$ cat src/hdl/mbrpt_pkg.sv
`timescale 1ns / 1ps

package mbrpt_pkg;

  localparam int TABLE_BASE  = 446;
  localparam int SIG_LOW_AT  = 510;
  localparam int SIG_HIGH_AT = 511;
  localparam logic [7:0] SIG_LOW_BYTE  = 8'h55;
  localparam logic [7:0] SIG_HIGH_BYTE = 8'hAA;
  localparam logic [2:0] RESET_MAX_ENTRIES = 3'd4;

  localparam logic [1:0] ST_OK      = 2'd0;
  localparam logic [1:0] ST_NO_SIG  = 2'd1;
  localparam logic [1:0] ST_BAD_CFG = 2'd2;

  localparam logic KIND_ENTRY   = 1'b0;
  localparam logic KIND_SUMMARY = 1'b1;

  typedef struct packed {
    logic [7:0]  ptype;
    logic [31:0] start;
    logic [31:0] length;
  } mbrpt_entry_t;

  typedef struct packed {
    logic [1:0] status;
    logic [2:0] limit;
  } mbrpt_cmd_t;

  function automatic logic is_fat32(input logic [7:0] t);
    return (t == 8'h0B) || (t == 8'h0C) || (t == 8'h1B) || (t == 8'h1C);
  endfunction

  function automatic logic is_fat(input logic [7:0] t);
    return is_fat32(t) || (t == 8'h01) || (t == 8'h04) || (t == 8'h06) ||
           (t == 8'h0E) || (t == 8'h11) || (t == 8'h14) || (t == 8'h16) ||
           (t == 8'h1E);
  endfunction

endpackage

$ cat src/hdl/mbr_partition_table_parser_unit.sv
`timescale 1ns / 1ps

// Parses the partition table of sector zero from a byte stream, one byte per cycle.
// The input stays open at full rate; it stalls only while two finished sectors
// still wait in the two-deep command queue between the byte front end and the
// result sequencer. After the byte at offset 511 the sequencer scans the table
// slots in turn and then emits a closing summary, holding while an unpopped
// result fills the output. The result port is a single output register that
// another result refills in the cycle it is popped. No clearing pass follows
// reset.
module mbr_partition_table_parser_unit #(
  parameter int ENTRY_SLOTS  = 4,
  parameter int SECTOR_BYTES = 512
) (
  input  logic        clk,
  input  logic        rst_n,
  input  logic        in_push,
  output logic        in_full,
  input  logic [7:0]  in_sector_byte,
  input  logic        in_first_byte,
  output logic        out_empty,
  input  logic        out_pop,
  output logic        out_result_kind,
  output logic [1:0]  out_scan_status,
  output logic [7:0]  out_partition_type,
  output logic [31:0] out_start_lba,
  output logic [31:0] out_block_count,
  output logic        out_fat32_flag,
  output logic        out_fat_flag,
  output logic [2:0]  out_found_count,
  output logic        out_last_result,
  input  logic        cfg_valid,
  output logic        cfg_ready,
  input  logic [2:0]  cfg_max_entries
);
  import mbrpt_pkg::*;

  logic                           cmd_push;
  mbrpt_cmd_t                     push_hdr;
  mbrpt_entry_t [ENTRY_SLOTS-1:0] push_entries;
  logic                           q_full;
  logic                           q_empty;
  logic                           cmd_pop;
  mbrpt_cmd_t                     head_hdr;
  mbrpt_entry_t [ENTRY_SLOTS-1:0] head_entries;

  assign cfg_ready = 1'b1;

  mbrpt_front #(
    .ENTRY_SLOTS (ENTRY_SLOTS),
    .SECTOR_BYTES(SECTOR_BYTES)
  ) u_front (
    .clk            (clk),
    .rst_n          (rst_n),
    .in_push        (in_push),
    .in_sector_byte (in_sector_byte),
    .in_first_byte  (in_first_byte),
    .in_full        (in_full),
    .cfg_valid      (cfg_valid),
    .cfg_max_entries(cfg_max_entries),
    .cmd_push       (cmd_push),
    .cmd_hdr        (push_hdr),
    .cmd_entries    (push_entries),
    .q_full         (q_full)
  );

  mbrpt_cmdq #(
    .ENTRY_SLOTS(ENTRY_SLOTS)
  ) u_cmdq (
    .clk         (clk),
    .rst_n       (rst_n),
    .push        (cmd_push),
    .push_hdr    (push_hdr),
    .push_entries(push_entries),
    .full        (q_full),
    .pop         (cmd_pop),
    .empty       (q_empty),
    .head_hdr    (head_hdr),
    .head_entries(head_entries)
  );

  mbrpt_back #(
    .ENTRY_SLOTS(ENTRY_SLOTS)
  ) u_back (
    .clk               (clk),
    .rst_n             (rst_n),
    .cmd_empty         (q_empty),
    .cmd_hdr           (head_hdr),
    .cmd_entries       (head_entries),
    .cmd_pop           (cmd_pop),
    .out_empty         (out_empty),
    .out_pop           (out_pop),
    .out_result_kind   (out_result_kind),
    .out_scan_status   (out_scan_status),
    .out_partition_type(out_partition_type),
    .out_start_lba     (out_start_lba),
    .out_block_count   (out_block_count),
    .out_fat32_flag    (out_fat32_flag),
    .out_fat_flag      (out_fat_flag),
    .out_found_count   (out_found_count),
    .out_last_result   (out_last_result)
  );

  a_no_push_when_full : assert property (@(posedge clk) disable iff (!rst_n)
    cmd_push |-> !q_full)
    else $error("Sector command transfer while the command queue is full");

  a_count_bounded : assert property (@(posedge clk) disable iff (!rst_n)
    !out_empty |-> out_found_count <= 3'(ENTRY_SLOTS))
    else $error("Reported count exceeds the number of table slots");

  a_failed_scan_empty : assert property (@(posedge clk) disable iff (!rst_n)
    (!out_empty && out_scan_status != ST_OK) |-> (out_found_count == 3'd0))
    else $error("Failed scan reports a nonzero count");

  a_summary_last : assert property (@(posedge clk) disable iff (!rst_n)
    !out_empty |-> (out_last_result == (out_result_kind == KIND_SUMMARY)))
    else $error("Last-result marker disagrees with the result kind");

endmodule

$ cat src/hdl/mbrpt_front.sv
`timescale 1ns / 1ps

module mbrpt_front #(
  parameter int ENTRY_SLOTS  = 4,
  parameter int SECTOR_BYTES = 512
) (
  input  logic                                 clk,
  input  logic                                 rst_n,
  input  logic                                 in_push,
  input  logic [7:0]                           in_sector_byte,
  input  logic                                 in_first_byte,
  output logic                                 in_full,
  input  logic                                 cfg_valid,
  input  logic [2:0]                           cfg_max_entries,
  output logic                                 cmd_push,
  output mbrpt_pkg::mbrpt_cmd_t                cmd_hdr,
  output mbrpt_pkg::mbrpt_entry_t [ENTRY_SLOTS-1:0] cmd_entries,
  input  logic                                 q_full
);
  import mbrpt_pkg::*;

  localparam int OFS_W = $clog2(SECTOR_BYTES);

  logic [OFS_W-1:0] offset_r;
  logic [OFS_W-1:0] offset_nxt;
  logic [OFS_W-1:0] off_w;
  logic [OFS_W-1:0] rel_w;
  logic [3:0]       pos_w;
  logic             accept_w;
  logic             in_table_w;
  logic [2:0]       max_entries_r;
  logic [7:0]       sig_low_r;
  mbrpt_entry_t     entry_r [ENTRY_SLOTS];

  assign in_full    = q_full;
  assign accept_w   = in_push && !q_full;
  assign off_w      = in_first_byte ? '0 : offset_r;
  assign offset_nxt = (off_w == OFS_W'(SECTOR_BYTES - 1)) ? '0 : off_w + 1'b1;
  assign rel_w      = off_w - OFS_W'(TABLE_BASE);
  assign pos_w      = rel_w[3:0];
  assign in_table_w = (off_w >= OFS_W'(TABLE_BASE)) &&
                      (rel_w[OFS_W-1:4] < (OFS_W-4)'(ENTRY_SLOTS));

  always_ff @(posedge clk) begin
    if (!rst_n) begin
      offset_r      <= '0;
      max_entries_r <= RESET_MAX_ENTRIES;
    end else begin
      if (accept_w) begin
        offset_r <= offset_nxt;
      end
      if (cfg_valid) begin
        max_entries_r <= cfg_max_entries;
      end
    end
  end

  always_ff @(posedge clk) begin
    if (accept_w && off_w == OFS_W'(SIG_LOW_AT)) begin
      sig_low_r <= in_sector_byte;
    end
  end

  for (genvar g = 0; g < ENTRY_SLOTS; g++) begin : g_slot
    always_ff @(posedge clk) begin
      if (accept_w && in_table_w && rel_w[OFS_W-1:4] == (OFS_W-4)'(g)) begin
        if (pos_w == 4'd4) begin
          entry_r[g].ptype <= in_sector_byte;
        end else if (pos_w[3:2] == 2'b10) begin
          entry_r[g].start[{pos_w[1:0], 3'b000} +: 8] <= in_sector_byte;
        end else if (pos_w[3:2] == 2'b11) begin
          entry_r[g].length[{pos_w[1:0], 3'b000} +: 8] <= in_sector_byte;
        end
      end
    end
    assign cmd_entries[g] = entry_r[g];
  end

  // The sector's last byte closes the scan; its command carries a copy of the table.
  assign cmd_push      = accept_w && (off_w == OFS_W'(SIG_HIGH_AT));

  always_comb begin
    cmd_hdr.limit = max_entries_r;
    if (max_entries_r == 3'd0) begin
      cmd_hdr.status = ST_BAD_CFG;
    end else if (sig_low_r == SIG_LOW_BYTE && in_sector_byte == SIG_HIGH_BYTE) begin
      cmd_hdr.status = ST_OK;
    end else begin
      cmd_hdr.status = ST_NO_SIG;
    end
  end

endmodule

$ cat src/hdl/mbrpt_cmdq.sv
`timescale 1ns / 1ps

module mbrpt_cmdq #(
  parameter int ENTRY_SLOTS = 4
) (
  input  logic                                      clk,
  input  logic                                      rst_n,
  input  logic                                      push,
  input  mbrpt_pkg::mbrpt_cmd_t                     push_hdr,
  input  mbrpt_pkg::mbrpt_entry_t [ENTRY_SLOTS-1:0] push_entries,
  output logic                                      full,
  input  logic                                      pop,
  output logic                                      empty,
  output mbrpt_pkg::mbrpt_cmd_t                     head_hdr,
  output mbrpt_pkg::mbrpt_entry_t [ENTRY_SLOTS-1:0] head_entries
);
  import mbrpt_pkg::*;

  mbrpt_cmd_t                     hdr_mem [2];
  mbrpt_entry_t [ENTRY_SLOTS-1:0] ent_mem [2];
  logic       wr_ptr_r;
  logic       rd_ptr_r;
  logic [1:0] count_r;
  logic       do_push;
  logic       do_pop;

  assign full    = (count_r == 2'd2);
  assign empty   = (count_r == 2'd0);
  assign do_push = push && !full;
  assign do_pop  = pop && !empty;

  always_ff @(posedge clk) begin
    if (!rst_n) begin
      wr_ptr_r <= 1'b0;
      rd_ptr_r <= 1'b0;
      count_r  <= 2'd0;
    end else begin
      if (do_push) begin
        wr_ptr_r <= ~wr_ptr_r;
      end
      if (do_pop) begin
        rd_ptr_r <= ~rd_ptr_r;
      end
      if (do_push && !do_pop) begin
        count_r <= count_r + 2'd1;
      end else if (do_pop && !do_push) begin
        count_r <= count_r - 2'd1;
      end
    end
  end

  always_ff @(posedge clk) begin
    if (do_push) begin
      hdr_mem[wr_ptr_r] <= push_hdr;
      ent_mem[wr_ptr_r] <= push_entries;
    end
  end

  assign head_hdr     = hdr_mem[rd_ptr_r];
  assign head_entries = ent_mem[rd_ptr_r];

endmodule

$ cat src/hdl/mbrpt_back.sv
`timescale 1ns / 1ps

module mbrpt_back #(
  parameter int ENTRY_SLOTS = 4
) (
  input  logic                                      clk,
  input  logic                                      rst_n,
  input  logic                                      cmd_empty,
  input  mbrpt_pkg::mbrpt_cmd_t                     cmd_hdr,
  input  mbrpt_pkg::mbrpt_entry_t [ENTRY_SLOTS-1:0] cmd_entries,
  output logic                                      cmd_pop,
  output logic                                      out_empty,
  input  logic                                      out_pop,
  output logic                                      out_result_kind,
  output logic [1:0]                                out_scan_status,
  output logic [7:0]                                out_partition_type,
  output logic [31:0]                               out_start_lba,
  output logic [31:0]                               out_block_count,
  output logic                                      out_fat32_flag,
  output logic                                      out_fat_flag,
  output logic [2:0]                                out_found_count,
  output logic                                      out_last_result
);
  import mbrpt_pkg::*;

  localparam int IDX_W  = $clog2(ENTRY_SLOTS + 1);
  localparam int SLOT_W = (ENTRY_SLOTS > 1) ? $clog2(ENTRY_SLOTS) : 1;

  logic [IDX_W-1:0] idx_r;
  logic [2:0]       found_r;
  logic             out_valid_r;
  logic             out_free_w;
  logic             step_w;
  logic             scan_w;
  logic             slot_used_w;
  mbrpt_entry_t     cur_w;

  assign out_empty  = !out_valid_r;
  assign out_free_w = !out_valid_r || out_pop;
  assign step_w     = !cmd_empty && out_free_w;
  assign cur_w      = cmd_entries[idx_r[SLOT_W-1:0]];
  assign scan_w     = (cmd_hdr.status == ST_OK) && (idx_r < IDX_W'(ENTRY_SLOTS)) &&
                      (found_r < cmd_hdr.limit);
  assign slot_used_w = (cur_w.ptype != 8'd0) && (cur_w.length != 32'd0);
  assign cmd_pop    = step_w && !scan_w;

  always_ff @(posedge clk) begin
    if (!rst_n) begin
      idx_r       <= '0;
      found_r     <= '0;
      out_valid_r <= 1'b0;
    end else begin
      if (out_pop) begin
        out_valid_r <= 1'b0;
      end
      if (step_w) begin
        if (scan_w) begin
          idx_r <= idx_r + 1'b1;
          if (slot_used_w) begin
            found_r     <= found_r + 3'd1;
            out_valid_r <= 1'b1;
          end
        end else begin
          idx_r       <= '0;
          found_r     <= '0;
          out_valid_r <= 1'b1;
        end
      end
    end
  end

  always_ff @(posedge clk) begin
    if (step_w) begin
      if (scan_w) begin
        if (slot_used_w) begin
          out_result_kind    <= KIND_ENTRY;
          out_scan_status    <= ST_OK;
          out_partition_type <= cur_w.ptype;
          out_start_lba      <= cur_w.start;
          out_block_count    <= cur_w.length;
          out_fat32_flag     <= is_fat32(cur_w.ptype);
          out_fat_flag       <= is_fat(cur_w.ptype);
          out_found_count    <= 3'd0;
          out_last_result    <= 1'b0;
        end
      end else begin
        out_result_kind    <= KIND_SUMMARY;
        out_scan_status    <= cmd_hdr.status;
        out_partition_type <= 8'd0;
        out_start_lba      <= 32'd0;
        out_block_count    <= 32'd0;
        out_fat32_flag     <= 1'b0;
        out_fat_flag       <= 1'b0;
        out_found_count    <= found_r;
        out_last_result    <= 1'b1;
      end
    end
  end

endmodule

$ cat config.mk
export PLATFORM = sky130hd
export DESIGN_NAME = mbr_partition_table_parser_unit
export DESIGN_NICKNAME = d
export VERILOG_FILES = /design/src/hdl/mbrpt_pkg.sv /design/src/hdl/mbr_partition_table_parser_unit.sv /design/src/hdl/mbrpt_front.sv /design/src/hdl/mbrpt_cmdq.sv /design/src/hdl/mbrpt_back.sv
export SDC_FILE = /design/constraint.sdc
export NUM_CORES = 1
export LEC_CHECK = 0
export BUFFER_PORTS_ARGS = -buffer_cell sky130_fd_sc_hd__buf_2
export CAP_MARGIN = 25
export CORE_MARGIN = 5
export CORE_UTILIZATION = 62
export DETAILED_ROUTE_END_ITERATION = 6
export HOLD_SLACK_MARGIN = 0.12
export PLACE_DENSITY_LB_ADDON = 0.3
export SETUP_SLACK_MARGIN = 0.1
export SKIP_LAST_GASP = 1
export SLEW_MARGIN = 20
export SYNTH_ARGS = -nofsm -noshare
export SYNTH_HDL_FRONTEND = slang
export SYNTH_HIERARCHICAL = 1
export SYNTH_SLANG_ARGS = --single-unit
$ cat constraint.sdc
create_clock -name clk -period 20.1 [get_ports clk]
set_input_delay 4.02 -clock clk [delete_from_list [all_inputs] [get_ports clk]]
set_output_delay 4.02 -clock clk [all_outputs]
set_load 0.1 [all_outputs]
==> results of run 1 <==
## power groups by stage
stage               Clock [uW]  Sequential (uW)  Combinational (uW)
floorplan                    0             2270                10.4
global placement             0             2270                21.1
detailed placement           0             2270                21.5
CTS                       1750             2230                21.6
global route              1850             2230                23.3
finish                    1720             2230                21.9
## cell families after synthesis
| logic type | synth area share, % |
|---|---|
| compound gates | 0.837 |
| xor+xnor | 0.202 |
| fa+ha+maj | 0.391 |
| buf+inv | 1.95 |
| flops | 76.5 |
| mux | 15.8 |
| other cells | 0.00976 |
| simple gates | 4.36 |
## per-layer routing
metal	up-vias	wire [um]
met1	8648	29200
met3	108	4020
met5	-	13
li1	7437	-
met2	520	34800
met4	2	1790
## layout by cell type (no fill, tap or decap), drive strengths merged, types with 3 or more instances in the layout
cell type    n
o211ai       4
mux2       293
nand3b       5
nor4        19
clkbuf     115
or2          4
o21ai        9
and4         3
xnor2        5
clkinv      38
nand2b      13
bufinv      10
mux2i        8
nor2        37
and2        88
nand4        6
dfxtp       24
a21oi       18
nor4bb       4
nand2       22
nor3        33
or3          7
edfxtp     962
xor2         3
inv         21
clkinvlp     7
nand3        8
mux4        72
nor2b        9
buf        139
ha          12
a31oi        3
## cell type report
cell class	count	area [sq um]
Timing Repair Buffer	141	938
Tap cell	790	988
Clock inverter	59	563
Multi-Input combinational cell	709	8370
Clock buffer	113	2470
Antenna cell	1	2.50
Sequential cell	986	29400
Fill cell	3709	18700
Inverter	17	63.8
## registers in the layout (all words and copies together), names as in the netlist, 8 cells and up, named ones only
signal                     count
u_back/out_partition_type      8
u_back/out_block_count        32
u_front/sig_low_r              8
u_front/offset_r               9
u_cmdq/hdr_mem                10
u_front/entry_r              288
u_back/out_start_lba          32
u_cmdq/ent_mem               576
## per-stage QoR
stage / hold slack, ps / utilization [%] / total power (uW) / instance area [sq um] / setup slack [ps]
after floorplan: 421 / - / 2280 / 38400 / 2250
after global placement: 422 / 64.3 / 2290 / 39500 / 11510
after detailed placement: 429 / 64.5 / 2290 / 39600 / 11400
after CTS: 434 / 69.4 / 4000 / 42700 / 12060
after global routing: 446 / 69.6 / 4100 / 42800 / 11980
final: 432 / 69.6 / 3970 / 42800 / 12230
## how the worst max path moves through the flow
stage / startpoint / endpoint / slack [ps]
final: in_first_byte / u_cmdq/ent_mem[0][257] / 12230
after global routing: in_first_byte / u_cmdq/ent_mem[0][112] / 11980
after CTS: in_first_byte / u_cmdq/ent_mem[0][23] / 12060
after detailed placement: in_first_byte / u_cmdq/ent_mem[0][194] / 11400
after global placement: in_first_byte / u_cmdq/ent_mem[0][256] / 11510
after floorplan: in_first_byte / u_cmdq/wr_ptr_r / 2250
==> out/results.txt, run 1 <==
Via density: 5.94
Final instance count without filler cells: 2816
Clock share of power: 43.3%
Cell area after synthesis: 38400 sq um
Number of synthesized flops with an enable pin: 962
Iteration-0 DRC Markers: 1580
Final hold vios: 0
Yosys reg bits: 986
Final net count: 1978
CP cell instances: buf_2 > nor2b_1 > ha_1 > and4_1 > nor4b_1 > ha_1 > and2_1 > inv_1 > nor3_4 > buf_4 > buf_16 > buf_4 > buf_16
First-pass GRT wire length: 107000 um
Ys flop type: edfxtp_1
CTS tree: done
Die width: 259 um
Worst hold path startpoint: u_front/entry_r[1][55]
Routed WL: 69800 um
Yosys warning count: 6
First-pass iteration count of the detailed router: 5
Core Box Area: 61500 sq um
Die height: 259 um
Busiest grt layer: met2
RePlAce Congestion: 0.798
Synth Net Count: 1822
# rows: 91
Synth top area share: 75.2%
Clock root buffer master: clkbuf_16
Relative slew slack: 16.6%
I/O pins: 101
Hold path depth: 0
Worst Hold End: u_cmdq/ent_mem[1][199]
Largest net degree at the start of global routing: 174
RSZ-0062 raised after global routing: no
Placed cell count: 2638
Reg2Reg Depth: 10
Area Overhead vs Synth: 11.3%
Num CTS Buffers: 94
Top cells by area, synth: edfxtp_1 75%, mux2_4 11%, mux4_2 3.6%, and2_1 1.4%, dfxtp_1 1.3%
Share of cells above drive strength 1: 33.4%
Delay-heaviest family, CP: buffers and inverters
Htree depth: 3
Worst Tran Pin Value: 1250 ps
Status: completed
Global-route met3 utilization: 3.81%
DRC: 0
Cell Int Power: 3230 uW
Top cells by count, synth: 962 x edfxtp_1, 270 x mux2_4, 87 x and2_1
Clk pin slew, worst setup/hold paths: 60 ps
R2r setup slk: 13360 ps
Startpoint class of the critical path: input port
Worst hold path type: reg2reg
Post-CTS Setup Repair Bufs: 0
Top-count cell post-synth: edfxtp_1
Routed via count: 16715
Tmin final: 7870 ps
Max-slew violations: 0
Register share of total power: 56.1%
Leakage: 0.0140 uW
Initial Util: 62.5%
Tcrit/Tclk final: 39.1%
Seq/Total Area, Yosys: 76.5%
Number of global-route vias before repair: 17330
Slowest cell on the critical path: buf_4
Met2 global-route usage: 34.6%
CP Buf/Inv Count: 6
VDD IR max: 0.0723 mV
Post-synth cell types: 70
Layout Skew: 25.5 ps
CTS Sinks: 986
Required @ worst endpoint: 20400 ps
Detailed placement HPWL: 41300 um
Comb power frac: 0.6%
Arrival time worst endpoint: 8170 ps
Setup crit end kind: flip-flop
Setup TNS: 0 ps
CTS-repair resized insts: 0
Syn Area/Cell: 21.4 sq um
Critical path class: in2reg
Switch share: 18.5%
Latest clock arrival within the worst-skew pair: 640 ps
Crit-path max FO: 44
Post-Syn Instances: 1793
Async set-reset flop share out of synthesis: 0%
Initial antenna violation count: 3
NetSw: 736 uW
Met1 Use GR: 29.6%
Grt total ovfl: 0
Port Buf Inserts: 99
Number of max-cap violations: 0
Worst path depth: 13
Die area: 67000 sq um
Final Setup Violations: 0
Post-CTS Hold Buffers: 0
Fmax: 0.127 GHz
Max clock buf depth: 3
Reg2reg end: u_back/out_block_count[3]
Antenna-violating nets left: 0
Total track usage: 21.1%
CP peak stage delay: 570 ps
PD cells: 92.8 nW/um^2
DR WL/cell: 24.8 um
Top cell type by total area after synthesis: edfxtp_1
Power figures use the tool's default switching activity.
==> run 2, diff against run 1 <==
--- a/config.mk
+++ b/config.mk
@@ -8,7 +8,7 @@
 export BUFFER_PORTS_ARGS = -buffer_cell sky130_fd_sc_hd__buf_2
 export CAP_MARGIN = 25
 export CORE_MARGIN = 5
-export CORE_UTILIZATION = 62
+export CORE_UTILIZATION = 56
 export DETAILED_ROUTE_END_ITERATION = 6
 export HOLD_SLACK_MARGIN = 0.12
 export PLACE_DENSITY_LB_ADDON = 0.3
==> constraint.sdc (replaced) <==
create_clock -name clk -period 7.2 [get_ports clk]
set_input_delay 1.44 -clock clk [delete_from_list [all_inputs] [get_ports clk]]
set_output_delay 1.44 -clock clk [all_outputs]
set_load 0.1 [all_outputs]
==> out/results.txt, run 2 (synthesized netlist as in run 1, its figures left out) <==
Status: completed
Final Cell Area: 42900 sq um
Tmin final: 4680 ps
Cell Int Power: 9030 uW
Arrival time worst endpoint: 4960 ps
Initial Util: 56.2%
Hold path depth: 0
Post-DP Area: 39900 sq um
Final Setup Violations: 0
Max clock buf depth: 3
Hold Worst Slack: 435 ps
Commonest non-fill, non-tap cells in the layout: 962 x edfxtp_1, 270 x mux2_4, 100 x buf_2
Clk pin slew, worst setup/hold paths: 60 ps
Post-CTS Setup Repair Bufs: 0
Routed via count: 16811
Number of max-cap violations: 0
Worst Tran Pin Value: 1030 ps
Biggest register: u_cmdq/ent_mem
Biggest regs: u_cmdq/ent_mem (576), u_front/entry_r (288)
Grt total ovfl: 0
Largest net degree at the start of global routing: 113
Most common cell after layout, fill and taps aside: edfxtp_1
Antenna-violating nets left: 0
Final instance count without filler cells: 2909
Slowest cell on the critical path: dfxtp_4
Die width: 272 um
N_diodes: 0
Port Buf Inserts: 99
Leakage: 0.0140 uW
Required @ worst endpoint: 7470 ps
Crit-path max FO: 67
Relative slew slack: 30.6%
Core Box Area: 68300 sq um
CP cell instances: buf_12 > mux2_4 > mux4_1 > nor4_1 > nand4_1 > o21ai_2 > o21ai_4 > buf_4
Multi-input logic area: 8410 sq um
DR WL/cell: 24.7 um
Share of cells above drive strength 1: 33.8%
Layout Skew: 34.7 ps
I/O pins: 101
Die area: 73900 sq um
NetSw: 2050 uW
RePlAce Congestion: 0.822
Placed cell count: 2732
Switch share: 18.5%
Clock root buffer master: clkbuf_16
First-pass iteration count of the detailed router: 5
CTS-repair resized insts: 0
Iteration-0 DRC Markers: 1638
Initial antenna violation count: 2
# rows: 96
Pre-CTS WS: 2300 ps
CTS tree: done
Area Overhead vs Synth: 11.8%
Routed WL: 71800 um
PD cells: 258 nW/um^2
Comb power frac: 0.6%
Number of global-route vias before repair: 17598
Startpoint class of the critical path: flip-flop
Max-slew violations: 0
Overall power: 11100 uW
Detailed placement HPWL: 44100 um
CP peak stage delay: 770 ps
CTS Sinks: 986
Via density: 5.78
Max FFs per register: 576
VDD IR max: 0.155 mV
Reg2Reg Depth: 8
RSZ-0062 raised after global routing: no
Die height: 272 um
Final net count: 1980
Num CTS Buffers: 97
Critical path class: reg2reg
First-pass GRT wire length: 109000 um
Latest clock arrival within the worst-skew pair: 650 ps
Post-CTS Hold Buffers: 0
Seq. cell area: 29400 sq um
Total track usage: 19.5%
Fmax: 0.214 GHz
DRC: 0
Final hold vios: 0
Register share of total power: 56.2%
Setup crit end kind: flip-flop
Tcrit/Tclk final: 65.0%
Worst setup margin: 2520 ps
Fill count: 4515
Clock share of power: 43.3%
Worst hold path type: reg2reg
Htree depth: 3
[run 2: changes by cell type in the layout (fill, tap and decap cells not counted), moves of 3 or more]
cell and delta:
clkinv_1 -4, clkbuf_8 +5, bufinv_16 -3, buf_16 -5
inv_1 -3, clkinvlp_4 -3, clkbuf_1 +7, buf_12 +8
[run 2: final timing paths]
| path | startpoint | endpoint | slack [ps] |
|---|---|---|---|
| max | flip-flop | u_back/out_start_lba[6] | 2520 |
| min | u_front/entry_r[1][50] | u_cmdq/ent_mem[0][194] | 430 |
| max reg2reg | flip-flop | u_back/out_start_lba[6] | 2520 |
| min reg2reg | u_front/entry_r[1][50] | u_cmdq/ent_mem[0][194] | 430 |
[run 2: worst max-delay path, delay by kind of cell, from the launching register on]
family          cells  cell delay [ps]
mux                 2              910
buf+inv             2              920
compound gates      2              590
simple gates        2             1030
flops               1              770
[run 2: layout make-up]
class / count / share of cell area, %
multi-input cells: 709 / 19.6
flip-flops and latches: 986 / 68.4
repair buffers: 140 / 2.17
clock buffers: 127 / 6.08
well taps: 882 / 2.57
clock inverters: 48 / 0.994
inverters: 17 / 0.166
[run 2: metal layers]
layer / share of wire (%) / wire [um] / up-vias / GRT usage (%)
li1: - / - / 7418 / -
met1: 41 / 29600 / 8705 / 26.8
met2: 50 / 35800 / 569 / 32.5
met3: 6.3 / 4500 / 119 / 3.41
met4: 2.6 / 1840 / 0 / 6.16
met5: 0 / 0 / - / 0
[run 2: power groups by stage]
stage | Combinational, uW | Sequential [uW] | Clock (uW)
global route | 67.7 | 6220 | 5170
CTS | 62.8 | 6220 | 4900
finish | 63.3 | 6220 | 4790
floorplan | 31.3 | 6340 | 0
detailed placement | 62.7 | 6340 | 0
global placement | 61.2 | 6340 | 0
[run 2: through the flow]
stage,util [%],TNS [ps]
after floorplan,-,-874090
after global placement,58.3,0
after detailed placement,58.3,0
after CTS,62.8,0
after global routing,62.8,0
final,62.8,0
==> run 3, diff against run 2 <==
==> constraint.sdc (replaced) <==
create_clock -name clk -period 3.8 [get_ports clk]
set_input_delay 0.76 -clock clk [delete_from_list [all_inputs] [get_ports clk]]
set_output_delay 0.76 -clock clk [all_outputs]
set_load 0.1 [all_outputs]
==> out/results.txt, run 3 (synthesized netlist as in run 1, its figures left out) <==
Cell Int Power: 17700 uW
Die area: 73900 sq um
Worst hold path type: in2reg
Top layer used by detailed routing: met5
Reg2Reg Depth: 9
CTS-repair resized insts: 0
CP peak stage delay: 510 ps
Commonest non-fill, non-tap cells in the layout: 962 x edfxtp_1, 270 x mux2_4, 99 x buf_2
Tmin final: 3620 ps
Die height: 272 um
Met1 wire length: 29700 um
Most common cell after layout, fill and taps aside: edfxtp_1
Slowest cell on the critical path: dfxtp_4
Htree depth: 3
Arrival time worst endpoint: 3940 ps
Grt total ovfl: 0
Tcrit/Tclk final: 95.3%
Latest clock arrival within the worst-skew pair: 650 ps
Leakage: 0.0145 uW
Met2 WL: 36600 um
Max-slew violations: 0
Biggest register: u_cmdq/ent_mem
DR WL/cell: 24.6 um
VDD IR max: 0.297 mV
DRC: 0
CP cell instances: buf_12 > buf_12 > mux2_2 > mux4_2 > nor3_1 > a31oi_1 > o21ai_2 > o21ai_4 > buf_4
Post-CTS Hold Buffers: 0
Post-CTS Setup Repair Bufs: 0
Delay-heaviest family, CP: multiplexers
Number of global-route vias before repair: 17790
Worst Tran Pin Value: 833 ps
Max FFs per register: 576
Switch share: 18.5%
Area Overhead vs Synth: 14.0%
Status: completed
I/O pins: 101
Routed WL: 73100 um
First-pass iteration count of the detailed router: 6
Setup TNS: 0 ps
Die width: 272 um
Share of cells above drive strength 1: 35.9%
Layout Skew: 29.6 ps
Fmax: 0.276 GHz
Via density: 5.74
CTS tree: done
Routed via count: 17058
Overall power: 21700 uW
Final hold vios: 0
Detailed placement HPWL: 45900 um
Core Box Area: 68300 sq um
Fill count: 4430
Clk pin slew, worst setup/hold paths: 60 ps
Antenna-violating nets left: 0
N_diodes: 0
Clock root buffer master: clkbuf_16
Wire length on met3: 4710 um
Most common cell on crit path: buf_12
Startpoint class of the critical path: flip-flop
Largest net degree at the start of global routing: 82
Port Buf Inserts: 99
Worst path depth: 9
Initial Util: 56.2%
RSZ-0062 raised after global routing: no
Register share of total power: 54.3%
First-pass GRT wire length: 110000 um
# rows: 96
Number of max-cap violations: 0
Clock share of power: 45.1%
PD cells: 495 nW/um^2
Max clock buf depth: 3
Critical path class: reg2reg
Final net count: 2035
Crit-path max FO: 37
Final Setup Violations: 0
Biggest regs: u_cmdq/ent_mem (576), u_front/entry_r (288)
CP Buf/Inv Count: 3
Hold path depth: 3
Initial antenna violation count: 1
Num CTS Buffers: 94
Iteration-0 DRC Markers: 1548
RePlAce Congestion: 0.771
Required @ worst endpoint: 4120 ps
NetSw: 4020 uW
Comb power frac: 0.6%
Relative slew slack: 44.3%
Setup crit end kind: flip-flop
Total track usage: 19.9%
CTS Sinks: 986
## run 3: cell types whose count changed in the layout (fill, tap and decap cells not counted), moves of 2 or more
cell,change
inv_16,+2
clkinvlp_4,-3
clkinv_8,+2
bufinv_16,+11
clkbuf_1,-5
nor4_4,-2
clkinv_2,+3
nor4_2,+2
clkbuf_16,-3
clkbuf_8,-4
buf_4,+43
buf_12,+17
## run 3: metal layers
layer | global-route usage (%) | vias to the layer above
met5 | 0.921 | -
met4 | 6.29 | 2
met3 | 3.81 | 114
met2 | 33.3 | 548
met1 | 26.8 | 8842
li1 | - | 7552
## run 3: power by group through the flow
stage          registers (uW)  clock network, uW  logic [uW]
2_1_floorplan           12000                  0        59.3
3_3_place_gp            12000                  0         120
3_5_place_dp            12000                  0         123
4_1_cts                 11800               9970         124
5_1_grt                 11800              10500         132
6_report                11800               9780         125
## run 3: cell type report
type | instances | area, sq um | share of cell area, %
clock inverters | 63 | 822 | 1.88
repair buffers | 198 | 1560 | 3.57
multi-input cells | 709 | 8390 | 19.2
well taps | 882 | 1100 | 2.52
inverters | 17 | 71.3 | 0.163
clock buffers | 115 | 2460 | 5.62
flip-flops and latches | 986 | 29400 | 67.1
## run 3: per-stage QoR
stage	hold slack, ps	worst slack [ps]	cell area [sq um]	utilization [%]	std cells
finish	333	177	43800	64.1	2970
global route	324	109	43800	64.1	2970
CTS	298	194	43800	64.1	2970
detailed placement	429	196	40500	59.3	2792
global placement	422	290	40500	59.3	2792
floorplan	421	-5690	38500	-	1793
## run 3: worst paths after layout
check	from	end	slack (ps)
worst max-delay path	flip-flop	u_back/out_start_lba[21]	180
worst min register to register	u_front/entry_r[0][49]	u_cmdq/ent_mem[0][49]	420
worst min-delay path	cfg_max_entries[2]	u_front/max_entries_r[2]	330
worst max register to register	flip-flop	u_back/out_start_lba[21]	180
## run 3: worst min-delay path, stage by stage
cell,delay (ps)
buf_2,80
mux2i_1,60
nand2_1,60
